<file path="config.mk">
export PLATFORM = sky130hd
export DESIGN_NAME = pcx_rle_image_decoder
export DESIGN_NICKNAME = d
export VERILOG_FILES = /design/src/design/pcxrle_pkg.sv /design/src/design/pcxrle_dp.sv /design/src/design/pcxrle_ctrl.sv /design/src/design/pcx_rle_image_decoder.sv
export SDC_FILE = /design/constraint.sdc
export NUM_CORES = 1
export LEC_CHECK = 0
export ABC_CLOCK_PERIOD_IN_PS = 4750
export BUFFER_PORTS_ARGS = -buffer_cell sky130_fd_sc_hd__buf_4
export CAP_MARGIN = 10
export CORE_ASPECT_RATIO = 0.9
export CORE_MARGIN = 10
export CORE_UTILIZATION = 30
export CTS_BUF_LIST = sky130_fd_sc_hd__clkbuf_2
export DETAILED_ROUTE_END_ITERATION = 10
export SLEW_MARGIN = 25
export SYNTH_ARGS = -nofsm -noshare
export SYNTH_HDL_FRONTEND = slang
export SYNTH_SLANG_ARGS = --single-unit
</file>
<file path="constraint.sdc">
create_clock -name clk -period 4.75 [get_ports clk]
set_input_delay 0.475 -clock clk [delete_from_list [all_inputs] [get_ports clk]]
set_output_delay 0.475 -clock clk [all_outputs]
set_load 0.02 [all_outputs]
</file>
<file path="src/design/pcxrle_pkg.sv">
`timescale 1ns / 1ps
// ----------------------------------------------------------------------------
// PCX RLE decoder package
// Shared constants and controller/datapath interface structs.
// ----------------------------------------------------------------------------
package pcxrle_pkg;

  localparam int HDR_BYTES   = 128;
  localparam int HDR_CNT_W   = $clog2(HDR_BYTES);
  localparam logic [HDR_CNT_W-1:0] HDR_LAST    = HDR_CNT_W'(HDR_BYTES - 1);
  localparam logic [HDR_CNT_W-1:0] BOUND_FIRST = HDR_CNT_W'(4);
  localparam logic [HDR_CNT_W-1:0] BOUND_LAST  = HDR_CNT_W'(11);

  localparam logic [7:0] RUN_MASK   = 8'hC0;
  localparam logic [7:0] COUNT_MASK = 8'h3F;
  localparam logic [7:0] PAL_MARKER = 8'd12;

  localparam int PAL_SIZE  = 256;
  localparam int PAL_IDX_W = (PAL_SIZE > 1) ? $clog2(PAL_SIZE) : 1;

  localparam int COORD_W = 16;
  localparam int RUN_W   = 6;
  localparam int COMP_W  = 6;
  localparam int TDATA_W = 64;

  // Result kinds carried on the output tuser
  localparam logic KIND_PIXEL   = 1'b0;
  localparam logic KIND_PALETTE = 1'b1;

  // Palette byte positions within one entry
  localparam logic [1:0] POS_RED   = 2'd0;
  localparam logic [1:0] POS_GREEN = 2'd1;
  localparam logic [1:0] POS_BLUE  = 2'd2;

  typedef struct packed {
    logic restart;      // file_start seen on the accepted byte
    logic hdr_byte;     // accepted byte is a header byte
    logic img_byte;     // accepted byte is an image byte
    logic expand_step;  // emit the next pixel of a held run
    logic pal_start;    // marker accepted, open the palette
    logic pal_byte;     // accepted byte is a palette byte
  } pcx_cmd_t;

  typedef struct packed {
    logic hdr_last;     // current header byte is the final one
    logic empty;        // image bounds give no pixels
    logic img_pixel;    // current byte emits a first pixel
    logic img_more;     // ... and leaves pixels for expansion
    logic exp_done;     // held run emits its final pixel
    logic frame_end;    // pixel at the current position closes the image
    logic marker_ok;    // current byte is the palette marker
    logic pal_end;      // current byte completes the last palette entry
    logic out_free;     // output register can take a result
  } pcx_stat_t;

endpackage

</file>
<file path="src/design/pcxrle_dp.sv">
`timescale 1ns / 1ps
// ----------------------------------------------------------------------------
// PCX RLE decoder datapath
// Header capture, run and position counters, palette assembly, result register.
// ----------------------------------------------------------------------------
module pcxrle_dp (
  input  logic                         clk,
  input  logic                         rst,
  input  logic [7:0]                   data_byte,
  input  pcxrle_pkg::pcx_cmd_t         cmd,
  output pcxrle_pkg::pcx_stat_t        stat,
  input  logic                         m_tready,
  output logic                         m_tvalid,
  output logic [pcxrle_pkg::TDATA_W-1:0] m_tdata,
  output logic                         m_tuser,
  output logic                         m_tlast
);

  logic [pcxrle_pkg::HDR_CNT_W-1:0] header_count;
  logic [pcxrle_pkg::COORD_W-1:0]   bounds [4];
  logic [pcxrle_pkg::COORD_W-1:0]   column;
  logic [pcxrle_pkg::COORD_W-1:0]   line;
  logic [pcxrle_pkg::RUN_W-1:0]     run_length;
  logic                             run_pending;
  logic [pcxrle_pkg::RUN_W-1:0]     remaining;
  logic [7:0]                       pix_value;
  logic [1:0]                       pal_pos;
  logic [pcxrle_pkg::PAL_IDX_W-1:0] pal_entry;
  logic [7:0]                       colour_hold [2];

  logic                             out_valid;
  logic                             out_kind;
  logic                             out_last;
  logic [pcxrle_pkg::COORD_W-1:0]   out_x;
  logic [pcxrle_pkg::COORD_W-1:0]   out_y;
  logic [7:0]                       out_value;
  logic [pcxrle_pkg::COMP_W-1:0]    out_red;
  logic [pcxrle_pkg::COMP_W-1:0]    out_green;
  logic [pcxrle_pkg::COMP_W-1:0]    out_blue;

  logic [pcxrle_pkg::HDR_CNT_W-1:0] hdr_idx;
  logic [pcxrle_pkg::HDR_CNT_W-1:0] hdr_off;
  logic                             hdr_in_bounds;
  logic [pcxrle_pkg::COORD_W-1:0]   last_col;
  logic [pcxrle_pkg::COORD_W-1:0]   last_line;
  logic                             at_end_col;
  logic                             at_end_line;
  logic                             run_code;
  logic [pcxrle_pkg::RUN_W-1:0]     img_count;
  logic                             img_emit;
  logic                             pix_emit;
  logic [pcxrle_pkg::RUN_W-1:0]     emit_count;
  logic                             pix_last;
  logic                             pal_emit;

  assign hdr_idx       = cmd.restart ? '0 : header_count;
  assign hdr_off       = hdr_idx - pcxrle_pkg::BOUND_FIRST;
  assign hdr_in_bounds = (hdr_idx >= pcxrle_pkg::BOUND_FIRST) &&
                         (hdr_idx <= pcxrle_pkg::BOUND_LAST);

  // Bounds order: xmin, ymin, xmax, ymax
  assign last_col    = bounds[2] - bounds[0];
  assign last_line   = bounds[3] - bounds[1];
  assign at_end_col  = (column == last_col);
  assign at_end_line = (line == last_line);

  assign run_code  = !run_pending &&
                     ((data_byte & pcxrle_pkg::RUN_MASK) == pcxrle_pkg::RUN_MASK);
  assign img_count = run_pending ? run_length : pcxrle_pkg::RUN_W'(1);

  assign img_emit   = cmd.img_byte && !run_code && (img_count != '0);
  assign pix_emit   = img_emit || cmd.expand_step;
  assign emit_count = cmd.expand_step ? remaining : img_count;
  assign pix_last   = (emit_count == pcxrle_pkg::RUN_W'(1)) || at_end_col;
  assign pal_emit   = cmd.pal_byte && (pal_pos == pcxrle_pkg::POS_BLUE);

  always_comb begin
    stat.hdr_last  = (header_count == pcxrle_pkg::HDR_LAST);
    stat.empty     = (bounds[2] < bounds[0]) || (bounds[3] < bounds[1]);
    stat.img_pixel = !run_code && (img_count != '0);
    stat.img_more  = !((img_count == pcxrle_pkg::RUN_W'(1)) || at_end_col);
    stat.exp_done  = (remaining == pcxrle_pkg::RUN_W'(1)) || at_end_col;
    stat.frame_end = at_end_col && at_end_line;
    stat.marker_ok = (data_byte == pcxrle_pkg::PAL_MARKER);
    stat.pal_end   = (pal_pos == pcxrle_pkg::POS_BLUE) &&
                     (pal_entry == pcxrle_pkg::PAL_IDX_W'(pcxrle_pkg::PAL_SIZE - 1));
    stat.out_free  = !out_valid || m_tready;
  end

  // Control and counter state
  always_ff @(posedge clk) begin
    if (rst) begin
      header_count <= '0;
      bounds[0]    <= '0;
      bounds[1]    <= '0;
      bounds[2]    <= '0;
      bounds[3]    <= '0;
      column       <= '0;
      line         <= '0;
      run_length   <= '0;
      run_pending  <= 1'b0;
      remaining    <= '0;
      pal_pos      <= pcxrle_pkg::POS_RED;
      pal_entry    <= '0;
      out_valid    <= 1'b0;
    end else begin
      if (cmd.hdr_byte) begin
        if (hdr_in_bounds) begin
          if (hdr_idx[0]) begin
            bounds[hdr_off[2:1]][15:8] <= data_byte;
          end else begin
            bounds[hdr_off[2:1]][7:0] <= data_byte;
          end
        end
        if (hdr_idx == pcxrle_pkg::HDR_LAST) begin
          header_count <= '0;
          column       <= '0;
          line         <= '0;
          run_length   <= '0;
          run_pending  <= 1'b0;
        end else begin
          header_count <= hdr_idx + pcxrle_pkg::HDR_CNT_W'(1);
        end
      end

      if (cmd.img_byte) begin
        if (run_code) begin
          run_length  <= pcxrle_pkg::RUN_W'(data_byte & pcxrle_pkg::COUNT_MASK);
          run_pending <= 1'b1;
        end else begin
          run_length  <= '0;
          run_pending <= 1'b0;
        end
      end

      // Advance position by one pixel; wrap at line end, clip the run there
      if (pix_emit) begin
        remaining <= emit_count - pcxrle_pkg::RUN_W'(1);
        if (at_end_col) begin
          column <= '0;
          line   <= at_end_line ? '0 : line + pcxrle_pkg::COORD_W'(1);
        end else begin
          column <= column + pcxrle_pkg::COORD_W'(1);
        end
      end

      if (cmd.pal_start) begin
        pal_pos   <= pcxrle_pkg::POS_RED;
        pal_entry <= '0;
      end else if (cmd.pal_byte) begin
        if (pal_emit) begin
          pal_pos   <= pcxrle_pkg::POS_RED;
          pal_entry <= pal_entry + pcxrle_pkg::PAL_IDX_W'(1);
        end else begin
          pal_pos <= pal_pos + 2'd1;
        end
      end

      if (pix_emit || pal_emit) begin
        out_valid <= 1'b1;
      end else if (m_tready) begin
        out_valid <= 1'b0;
      end
    end
  end

  // Payload registers
  always_ff @(posedge clk) begin
    if (img_emit) begin
      pix_value <= data_byte;
    end
    if (cmd.pal_byte && (pal_pos == pcxrle_pkg::POS_RED)) begin
      colour_hold[0] <= data_byte;
    end
    if (cmd.pal_byte && (pal_pos == pcxrle_pkg::POS_GREEN)) begin
      colour_hold[1] <= data_byte;
    end
    if (pix_emit) begin
      out_kind  <= pcxrle_pkg::KIND_PIXEL;
      out_x     <= column;
      out_y     <= line;
      out_value <= cmd.expand_step ? pix_value : data_byte;
      out_red   <= '0;
      out_green <= '0;
      out_blue  <= '0;
      out_last  <= pix_last;
    end else if (pal_emit) begin
      out_kind  <= pcxrle_pkg::KIND_PALETTE;
      out_x     <= '0;
      out_y     <= '0;
      out_value <= 8'(pal_entry);
      out_red   <= colour_hold[0][7:2];
      out_green <= colour_hold[1][7:2];
      out_blue  <= data_byte[7:2];
      out_last  <= 1'b1;
    end
  end

  assign m_tvalid = out_valid;
  assign m_tuser  = out_kind;
  assign m_tlast  = out_last;
  assign m_tdata  = {6'b0, out_blue, out_green, out_red, out_value, out_y, out_x};

endmodule

</file>
<file path="src/design/pcxrle_ctrl.sv">
`timescale 1ns / 1ps
// ----------------------------------------------------------------------------
// PCX RLE decoder controller
// Stream phase sequencing and input handshake.
// ----------------------------------------------------------------------------
module pcxrle_ctrl (
  input  logic                  clk,
  input  logic                  rst,
  input  logic                  s_tvalid,
  input  logic                  file_start,
  output logic                  s_tready,
  input  pcxrle_pkg::pcx_stat_t stat,
  output pcxrle_pkg::pcx_cmd_t  cmd
);

  typedef enum logic [2:0] {
    S_HEADER,
    S_IMAGE,
    S_EXPAND,
    S_MARKER,
    S_PALETTE,
    S_DONE
  } state_t;

  state_t state;
  state_t state_next;
  logic   accept;

  assign s_tready = (state != S_EXPAND) && stat.out_free;
  assign accept   = s_tvalid && s_tready;

  always_comb begin
    state_next = state;
    cmd        = '0;
    if (accept && file_start) begin
      // restart: this byte is header byte zero
      cmd.restart  = 1'b1;
      cmd.hdr_byte = 1'b1;
      state_next   = S_HEADER;
    end else begin
      case (state)
        S_HEADER: begin
          if (accept) begin
            cmd.hdr_byte = 1'b1;
            if (stat.hdr_last) begin
              state_next = stat.empty ? S_MARKER : S_IMAGE;
            end
          end
        end
        S_IMAGE: begin
          if (accept) begin
            cmd.img_byte = 1'b1;
            if (stat.img_pixel && stat.frame_end) begin
              state_next = S_MARKER;
            end else if (stat.img_pixel && stat.img_more) begin
              state_next = S_EXPAND;
            end
          end
        end
        S_EXPAND: begin
          if (stat.out_free) begin
            cmd.expand_step = 1'b1;
            if (stat.frame_end) begin
              state_next = S_MARKER;
            end else if (stat.exp_done) begin
              state_next = S_IMAGE;
            end
          end
        end
        S_MARKER: begin
          if (accept) begin
            if (stat.marker_ok) begin
              cmd.pal_start = 1'b1;
              state_next    = S_PALETTE;
            end else begin
              state_next = S_DONE;
            end
          end
        end
        S_PALETTE: begin
          if (accept) begin
            cmd.pal_byte = 1'b1;
            if (stat.pal_end) begin
              state_next = S_DONE;
            end
          end
        end
        S_DONE: begin
          // drop bytes until the next file start
        end
        default: begin
          state_next = S_HEADER;
        end
      endcase
    end
  end

  always_ff @(posedge clk) begin
    if (rst) begin
      state <= S_HEADER;
    end else begin
      state <= state_next;
    end
  end

endmodule

</file>
<file path="src/design/pcx_rle_image_decoder.sv">
`timescale 1ns / 1ps
// ----------------------------------------------------------------------------
// PCX RLE image decoder
// Decodes an 8-bit PCX byte stream into positioned pixels and palette entries.
// ----------------------------------------------------------------------------
// Usage:
//   Input channel s_axis: one file byte per transaction, tuser flags the
//   first header byte of a file and restarts the decoder on it.
//   Output channel m_axis: one pixel or palette entry per transaction;
//   tuser gives the kind (pixel or palette), tlast marks the final result
//   caused by one input byte.
//   Output register: a result appears on m_axis in the cycle after the byte
//   that causes it is accepted.
//   Throughput: header, literal, marker and palette bytes are accepted one
//   per cycle while the output is free. For the value byte of a run byte pair,
//   the controller holds the input while the single result register issues
//   one pixel per cycle whenever m_axis is ready. Runs are clipped at the line end.
//   Reset: the decoder waits for header bytes with all counters cleared;
//   the output channel is empty.
//   Stall: while m_axis is not ready and holds a result, s_axis is not
//   ready either; nothing is lost or repeated.
// ----------------------------------------------------------------------------
module pcx_rle_image_decoder (
  input  logic        clk,
  input  logic        rst,
  input  logic        s_axis_tvalid,
  output logic        s_axis_tready,
  input  logic [7:0]  s_axis_tdata,   // [7:0] data_byte
  input  logic        s_axis_tuser,   // [0] file_start
  output logic        m_axis_tvalid,
  input  logic        m_axis_tready,
  output logic [63:0] m_axis_tdata,   // [15:0] pos_x, [31:16] pos_y, [39:32] value,
                                      // [45:40] red, [51:46] green, [57:52] blue, zero pad
  output logic        m_axis_tuser,   // [0] kind
  output logic        m_axis_tlast    // last_of_run
);

  pcxrle_pkg::pcx_cmd_t  cmd;
  pcxrle_pkg::pcx_stat_t stat;

  // Phase sequencing and input handshake
  pcxrle_ctrl u_ctrl (
    .clk        (clk),
    .rst        (rst),
    .s_tvalid   (s_axis_tvalid),
    .file_start (s_axis_tuser),
    .s_tready   (s_axis_tready),
    .stat       (stat),
    .cmd        (cmd)
  );

  // Header capture, counters, palette assembly and result register
  pcxrle_dp u_dp (
    .clk       (clk),
    .rst       (rst),
    .data_byte (s_axis_tdata),
    .cmd       (cmd),
    .stat      (stat),
    .m_tready  (m_axis_tready),
    .m_tvalid  (m_axis_tvalid),
    .m_tdata   (m_axis_tdata),
    .m_tuser   (m_axis_tuser),
    .m_tlast   (m_axis_tlast)
  );

endmodule

</file>
# After elaboration in Yosys (flattened, before gate mapping)
# Memory sizes are Yosys's and may differ from the RTL's. A register that Yosys moved wholly into a read port is not among the register bits.
# Index checks and enable logic that the tools add are counted.
op_classes:
  n_eq_ne: 27
  bitwise_logic: 1
  order_cmp: 4
  reduce_logical: 43
  n_mux: 80
  addsub: 9
ops:
  columns: ["op", "n"]
  rows:
  - ["16-bit two-way mux", 13]
  - ["1-bit two-way mux", 38]
  - ["6-bit two-way mux", 6]
  - ["3-bit two-way mux", 11]
  - ["16-bit by 1-bit adder with 16-bit output (second input constant)", 2]
  - ["16-bit == test", 2]
  - ["16-bit less-than comparator", 2]
  - ["8-bit two-way mux", 4]
  - ["16-bit subtractor", 2]
  - ["6-bit by 1-bit == test with 1-bit output (second input constant)", 3]
  - ["3-bit one-hot mux with 6 select lines", 1]
  - ["16-bit OR reduction", 1]
  - ["1-bit logical AND", 15]
  - ["7-bit == test (second input constant)", 2]
  - ["7-bit two-way mux", 2]
  - ["2-bit nonzero test", 6]
  - ["2-bit by 1-bit inequality test with 1-bit output (second input constant)", 5]
  - ["10-bit AND reduction", 1]
  - ["8-bit by 1-bit adder with 8-bit output (second input constant)", 1]
  - ["8-bit by 4-bit == test with 1-bit output (second input constant)", 1]
  - ["8-bit == test (second input constant)", 1]
  - ["2-bit two-way mux", 4]
  - ["8-bit OR reduction", 1]
  - ["7-bit by 1-bit adder with 7-bit output (second input constant)", 1]
  - ["other kinds (22)", 39]
word_totals:
  memories: 2
  output_inout_bits: 68
  inputBits: 13
  ff_bits: 122
  mem_bits_rw: 80
  word_cells: 183
mem_list:
  columns: ["name", "words", "word_bits", "read_ports", "rd_ports_with_merged_regs", "write_ports", "line_no", "rtl"]
  rows:
  - ["u_dp.bounds", 4, 16, 4, 0, 4, "pcxrle_dp.sv:20", "logic [pcxrle_pkg::COORD_W-1:0] bounds [4];"]
  - ["u_dp.colour_hold", 2, 8, 2, 2, 1, "pcxrle_dp.sv:29", "logic [7:0] colour_hold [2];"]

# Logic depth before layout (Yosys ltp)
# Gate-level depths: netlist (run 1).
logic_depth:
  ltp_word: 15
  ltp_mapped: 17
  ltp_nobuf: 16

# Modules after synthesis
# From an unflattened synthesis (run 1), not the netlist that was laid out.
unflattened:
  cells_unflattened: 1180
  hier_area_um2: 11219.5
modules_own_cells:
  columns: ["mod", "n_inst", "cells_each", "seq_area_each_um2", "area_per_inst_um2"]
  rows:
  - ["pcxrle_dp", 1, 1132, 5395.2, 10850.4]
  - ["pcxrle_ctrl", 1, 48, 60.1, 369.1]

# Worst setup path before layout (run 1)
# OpenSTA, ideal clock, no wires.
synth_path:
  path_kind: "reg-to-reg"
  start: "memory u_dp.bounds[2][0] in the netlist's numbering"
  end: "register u_ctrl.state[0]"
  t_arrival_ns: 3.710
  required_ns: 4.683
  setup_time_ns: 0.067
  slack_ns: 0.973
  period_less_slack_ns: 3.777
  stages_incl_launch_ff: 16
  n_path_buf: 1
  cell_sequence: "edfxtp_1 inv_1 ha_1 fa_1 nor2b_1 o2111a_1 a2111oi_0 o21bai_1 a21o_1 xnor2_1 or4_1 buf_2 o41a_1 a211o_1 a211o_1 a21oi_2"
synth_lines:
  columns: ["element", "line_no", "rtl"]
  rows:
  - ["from (decl)", "pcxrle_dp.sv:20", null]
  - ["to (signal assigned)", "pcxrle_ctrl.sv:102", "state <= state_next;"]
  - ["to (decl)", "pcxrle_ctrl.sv:25", "state_t state;"]

==> results.cfg, run 1 <==
[outcome]
outcome = completed

[clock_tree]
clk_pin_slew_ps = 110
cts_setup_buffers = 0
ctsRootBufferMaster = clkbuf_2
cts_buffers = 56
cts_tree = built
h-tree-depth = 2
ctsResizeCount = 0
cts_buffer_depth = 3
cts_num_sinks = 210
ctsHoldBuffers = 9
clk_latency_ps = 900

[die]
die-area_mm2 = 0.0448
floorplan.initialDensity_pct = 30.4
die_w_um = 222
ioPinCount = 81
rows = 66
core_mm2 = 0.0362
fp.dieH_um = 202

[sta]
clock-skew-final_ps = 96.7
period_minus_slack_ps = 4310
final-max-slew-violation-count = 0
fin_hold_ws_ps = 124
fmax_mhz = 232
rsz0062_at_grt = no
final.period_utilization_pct = 90.8
setup_viol = 0
relSlewSlack_pct = 42.9
hold_viol = 0
tightest_slew_ps = 851
setup_tns_ps = 0

[critical_path]
crit_path_top_delay_cell = nand2b_1
worstPathMaxFanout = 11
cpPeakStageDelay_ps = 490
crit_chain = or3_1 -> nand4_2 -> and2_1 -> ha_1 -> nor2_1 -> nor3b_1 -> o21ai_0 -> nor4_1 -> o21ai_0 -> nor2_1 -> buf_4 -> o2111ai_1 -> nand2b_1
crit_arrival_ps = 4830
cp.required_ps = 5260
critPathLaunchType = flop
end_kind = flop
path_class = reg -> reg

[final_layout]
final_layout_size_suffix_gt1_share_pct = 16.0
final.fill_count = 3739
multiInputGateArea_mm2 = 0.00514
finalNetCount = 1310
synthToLayoutAreaGrowth_pct = 15.5
regArea_mm2 = 0.00546

[power]
p_leak_nw = 4.81
ir_drop_mv = 0.185
power_density_mw_per_mm2 = 284

[logic_synthesis]
netlist.area_leader.share_pct = 34.1
synth_edf_count = 125
ys_top_cells_by_count = 125 x edfxtp_1, 123 x nor2_1, 121 x nand2_1
synth-main-ff-cell = edfxtp_1
ys_warn_count = 0
seq_area_frac_synth_pct = 49.5
syn_area_mm2 = 0.0110
ys_ff_latch = 210
async_flop_share_pct = 0
yosysTopAreaCell = edfxtp_1
yosysMostFrequentCell = edfxtp_1
synth_top_cells_by_area = edfxtp_1 34%, dfxtp_1 15%, ha_1 4.4%
avgSynthCellArea_um2 = 9.62
synthCells = 1144
synth_cell_types = 84

[routing]
route.detailed.drc = 0
firstDrtPassIters = 5
drt_iter0_markers = 673
wirelength_mm = 29.9
viasPerCell = 5.08
vias = 9056
routedWlPerCell_um = 16.8
ant_nets = 0

[global_routing]
grt_max_degree = 64
overflow = 0
grt_usage_pct = 12.9
grt_pass1_vias = 8923
antenna_found_initial = 1
grt_pass1_wl_mm = 47.7

[place]
numPortBuffers = 74
dp_hpwl_mm = 20.9
gp_congestion = 0.860

[job]
max_cap_violations = 0

[hold_path]
hold_class = in -> reg
## cells in the final DEF (no fill, tap or decap), drive strengths merged, types with 9 or more instances in the layout
master       count
a31oi           10
or3             17
dfxtp           85
clkinv          11
and2            35
edfxtp         125
mux2i           13
o211ai           9
dlygate4sd3      9
xor2            19
a21oi           89
nor2b           11
a311oi          13
buf             91
nand2          121
o21a             9
ha              39
xnor2           34
nor4            10
clkbuf          92
and3            32
nand3           24
nand2b          16
o21ai           70
nor2           123
inv             55
nor3            23
## per-layer routing
metal / wire, um / part of all wire [%] / track usage, % / up-vias
li1: - / - / - / 4399
met1: 13400 / 45 / 16.2 / 4325
met2: 13800 / 46 / 20.7 / 262
met3: 1810 / 6.0 / 3.17 / 70
met4: 892 / 3.0 / 5.37 / 0
met5: 0 / 0 / 0 / -
## worst paths after layout
| path | startpoint | to | slack [ps] | depth (start not counted) |
|---|---|---|---|---|
| setup / recovery | u_ctrl.state[2] | u_dp.bounds[1][0] | 440 | 13 |
| hold / removal | rst | u_dp.column[1] | 120 | 2 |
| setup reg to reg | u_ctrl.state[2] | u_dp.bounds[1][0] | 440 | 13 |
| hold reg to reg | m_axis_tdata[42] | m_axis_tdata[42] | 460 | 2 |
## power by group
part	total (W)	switching (W)	leakage, nW	internal, W
Combinational	0.000311	0.000195	2.51	0.000117
Sequential	0.00194	0.00000868	1.89	0.00194
Clock	0.00135	0.000786	0.418	0.000567
## stage by stage
stage / worst slack (ps) / cell area, um^2 / util (%) / cells / power [W]
detailed placement: 538 / 12100 / 33.4 / 1665 / 0.00229
finish: 438 / 12700 / 35.2 / 1781 / 0.00361
CTS: 499 / 12700 / 35.1 / 1780 / 0.00367
global route: 89.8 / 12700 / 35.2 / 1781 / 0.00380
floorplan: 973 / 11000 / - / 1149 / 0.00221
global placement: 347 / 12100 / 33.4 / 1665 / 0.00229
## area by class of cell
| type | instances | share of cell area (%) |
|---|---|---|
| Sequential cell | 210 | 42.9 |
| Multi-Input combinational cell | 834 | 40.4 |
| Timing Repair Buffer | 100 | 6.08 |
| Tap cell | 476 | 4.68 |
| Clock buffer | 92 | 3.62 |
| Inverter | 54 | 1.59 |
| Clock inverter | 14 | 0.689 |
| Antenna cell | 1 | 0.0197 |
## state kept, by name (all words and copies together) (netlist names), 3 cells and up
| register | flops |
|---|---|
| u_dp.out_blue | 6 |
| u_dp.pix_value | 8 |
| u_dp.out_value | 8 |
| u_dp.header_count | 7 |
| m_axis_tdata | 12 |
| u_dp.column | 16 |
| u_dp.run_length | 6 |
| u_dp.bounds | 64 |
| u_dp.remaining | 6 |
| u_dp.out_y | 16 |
| u_dp.line | 16 |
| u_dp.out_x | 16 |
| u_dp.colour_hold | 12 |
| u_dp.pal_entry | 8 |
| u_ctrl.state | 3 |
## worst max-delay path: cells and delay by family (launching register included)
kind	cells	cell delay (ps)
buffers and inverters	1	220
AO/OA/AOI/OAI	3	680
AND/OR/NAND/NOR	8	2360
adder cells (fa/ha/maj)	1	250
flip-flops	1	430
## kinds of logic (layout without fill, tap and decap cells)
| logic type | count (synthesis) | after routing | share of synthesized area [%] |
|---|---|---|---|
| AND/OR/NAND/NOR | 451 | 451 | 20.2 |
| AO/OA/AOI/OAI | 269 | 269 | 15.6 |
| buffers and inverters | 105 | 260 | 4.23 |
| other | 1 | 7 | 0.0341 |
| multiplexers | 14 | 14 | 1.28 |
| XOR/XNOR | 53 | 53 | 4.28 |
| adder cells (fa/ha/maj) | 41 | 41 | 4.80 |
| flip-flops | 210 | 210 | 49.5 |
(Power assumes the default switching activity.)
==> run 2, diff against run 1 <==
--- a/config.mk
+++ b/config.mk
@@ -5,7 +5,8 @@
 export SDC_FILE = /design/constraint.sdc
 export NUM_CORES = 1
 export LEC_CHECK = 0
-export ABC_CLOCK_PERIOD_IN_PS = 4750
+export ABC_AREA = 1
+export ABC_CLOCK_PERIOD_IN_PS = 5200
 export BUFFER_PORTS_ARGS = -buffer_cell sky130_fd_sc_hd__buf_4
 export CAP_MARGIN = 10
 export CORE_ASPECT_RATIO = 0.9
==> constraint.sdc (replaced) <==
create_clock -name clk -period 5.2 [get_ports clk]
set_input_delay 0.52 -clock clk [delete_from_list [all_inputs] [get_ports clk]]
set_output_delay 0.52 -clock clk [all_outputs]
set_load 0.02 [all_outputs]
==> results.cfg, run 2 <==
[global_routing]
use_met2_pct = 19.3
use_met1_pct = 16.8
grt_max_degree = 48
grt_usage_pct = 12.5
antenna_found_initial = 1
grt.busiest_layer = met2
grt_pass1_vias = 9942
met3_usage_pct = 3.36
grt_pass1_wl_mm = 50.0
overflow = 0

[place]
dp_hpwl_mm = 22.8
dp_cells = 2149
dpl_cell_area_mm2 = 0.0131
numPortBuffers = 74
gp_congestion = 0.832

[die]
floorplan.initialDensity_pct = 30.3
die-area_mm2 = 0.0482
core_mm2 = 0.0395
ioPinCount = 81
die_w_um = 230
fp.dieH_um = 209
rows = 69

[logic_synthesis]
yosysTopAreaCell = edfxtp_1
ys_warn_count = 0
netlist.area_leader.share_pct = 31.4
synth_edf_count = 125
ys_ff_latch = 210
synthCells = 1571
synth_cell_types = 47
syn_area_mm2 = 0.0120
async_flop_share_pct = 0
synth-main-ff-cell = edfxtp_1
yosysMostFrequentCell = nand2_1
seq_area_frac_synth_pct = 45.6
synth_top_cells_by_area = edfxtp_1 31%, dfxtp_1 14%, nand2_1 12%
avgSynthCellArea_um2 = 7.61
ys_top_cells_by_count = 375 x nand2_1, 253 x inv_1, 207 x nor2_1

[critical_path]
rr_endpoint = u_dp.line[11]
path_class = reg -> reg
worstReg2RegStart = u_ctrl.state[1]
endpoint = u_dp.line[11]
worstPathMaxFanout = 12
rrSetupSlack_ps = 1610
crit_start = u_ctrl.state[1]
end_kind = flop
crit_path_top_delay_cell = nor2_1
cp.required_ps = 6000
cpPeakStageDelay_ps = 650
crit_arrival_ps = 4390
ff2ff_path_depth = 19
critPathLaunchType = flop
crit_chain = nand2_1 -> nor2_4 -> nor2_4 -> nand2_4 -> inv_4 -> nand2_8 -> nand2_1 -> inv_2 -> ha_1 -> inv_1 -> nor3_1 -> nand2_1 -> nor2_1 -> inv_1 -> nor2_1 -> inv_1 -> nand3_1 -> o21ai_0 -> and3_1

[final_layout]
synthToLayoutAreaGrowth_pct = 14.7
final_core_util_pct = 34.8
final_common_cell = nand2_1
final_layout_size_suffix_gt1_share_pct = 13.6
stdcell_count = 2263
largest_reg_flops = 64
finalNetCount = 1738
final_area_mm2 = 0.0137
top_register = u_dp.bounds
final_cell_mix = 374 x nand2_1, 253 x inv_1, 206 x nor2_1

[clock_tree]
cts_buffers = 55
h-tree-depth = 2
cts_buffer_depth = 3
cts_setup_buffers = 0
cts_tree = built
clk_pin_slew_ps = 120
clk_latency_ps = 950
cts_num_sinks = 210
ctsRootBufferMaster = clkbuf_2

[routing]
viasPerCell = 4.53
ant_nets = 0
firstDrtPassIters = 5
routedWlPerCell_um = 13.5
vias = 10253
route.detailed.drc = 0
drt_iter0_markers = 695
wirelength_mm = 30.4

[job]
max_cap_violations = 0

[power]
power_density_mw_per_mm2 = 294
p_leak_nw = 6.12
ir_drop_mv = 0.150

[sta]
setup_tns_ps = 0
relSlewSlack_pct = 39.8
hold_viol = 0
setup_viol = 0
tightest_slew_ps = 900
clock-skew-final_ps = 63.9
rsz0062_at_grt = no
final-max-slew-violation-count = 0
final.period_utilization_pct = 69.0
fin_hold_ws_ps = 94.9
period_minus_slack_ps = 3590
fmax_mhz = 279

[hold_path]
hold_class = in -> reg

[outcome]
outcome = completed
==> run 2: worst min path at each step <==
stage | end | slack (ps) | startpoint | depth (start not counted)
detailed placement | m_axis_tdata[48] | 450 | u_dp.colour_hold[0][12] | 2
global placement | m_axis_tdata[44] | 450 | u_dp.colour_hold[0][6] | 2
global route | u_dp.run_length[3] | 4 | rst | 2
CTS | u_dp.run_length[0] | 10 | rst | 2
finish | u_dp.run_length[0] | 90 | rst | 2
floorplan | m_axis_tdata[40] | 440 | u_dp.colour_hold[0][2] | 2
==> run 2: layout make-up <==
cell class,instances,area [um^2]
fillers,4192,25700
flip-flops and latches,210,5460
multi-input cells,1056,5340
inverters,271,1020
repair buffers,90,701
well taps,532,666
clock buffers,94,470
clock inverters,9,58.8
diodes,1,2.50
==> run 2: per-layer routing <==
| layer | up-vias | routed length (um) | share of wire, % |
|---|---|---|---|
| met5 | - | 0 | 0 |
| met4 | 0 | 521 | 1.7 |
| met3 | 44 | 2070 | 6.8 |
| met2 | 235 | 13200 | 43 |
| met1 | 4659 | 14700 | 48 |
| li1 | 5315 | - | - |
==> run 2: kinds of logic after synthesis <==
group | Yosys count | share of synthesized area, %
compound gates | 172 | 7.96
xor+xnor | 39 | 2.86
fa+ha+maj | 41 | 4.42
buf+inv | 310 | 10.1
flops | 210 | 45.6
other cells | 1 | 0.0314
simple gates | 798 | 29.0
==> run 2: worst max-delay path, delay by kind of cell, from the launching register on <==
| family | cells | cell delay [ps] |
|---|---|---|
| flip-flops | 1 | 460 |
| AND/OR/NAND/NOR | 12 | 2060 |
| AO/OA/AOI/OAI | 1 | 90 |
| buffers and inverters | 5 | 700 |
| adder cells (fa/ha/maj) | 1 | 170 |
==> run 2: power breakdown <==
part | total (W) | switching [W] | internal, W
logic | 0.000878 | 0.000607 | 0.000271
clock network | 0.00122 | 0.000734 | 0.000484
registers | 0.00193 | 0.0000556 | 0.00188
==> run 2: stage by stage <==
stage | setup WS, ps | total power, W
global route | 1240 | 0.00430
finish | 1610 | 0.00403
detailed placement | 1450 | 0.00284
CTS | 1590 | 0.00409
floorplan | 2300 | 0.00258
global placement | 1520 | 0.00284
==> run 2: what timing repair did <==
action,CTS,global route
hold endpoints to repair,45,0
resized for setup,0,0
hold buffers,10,0
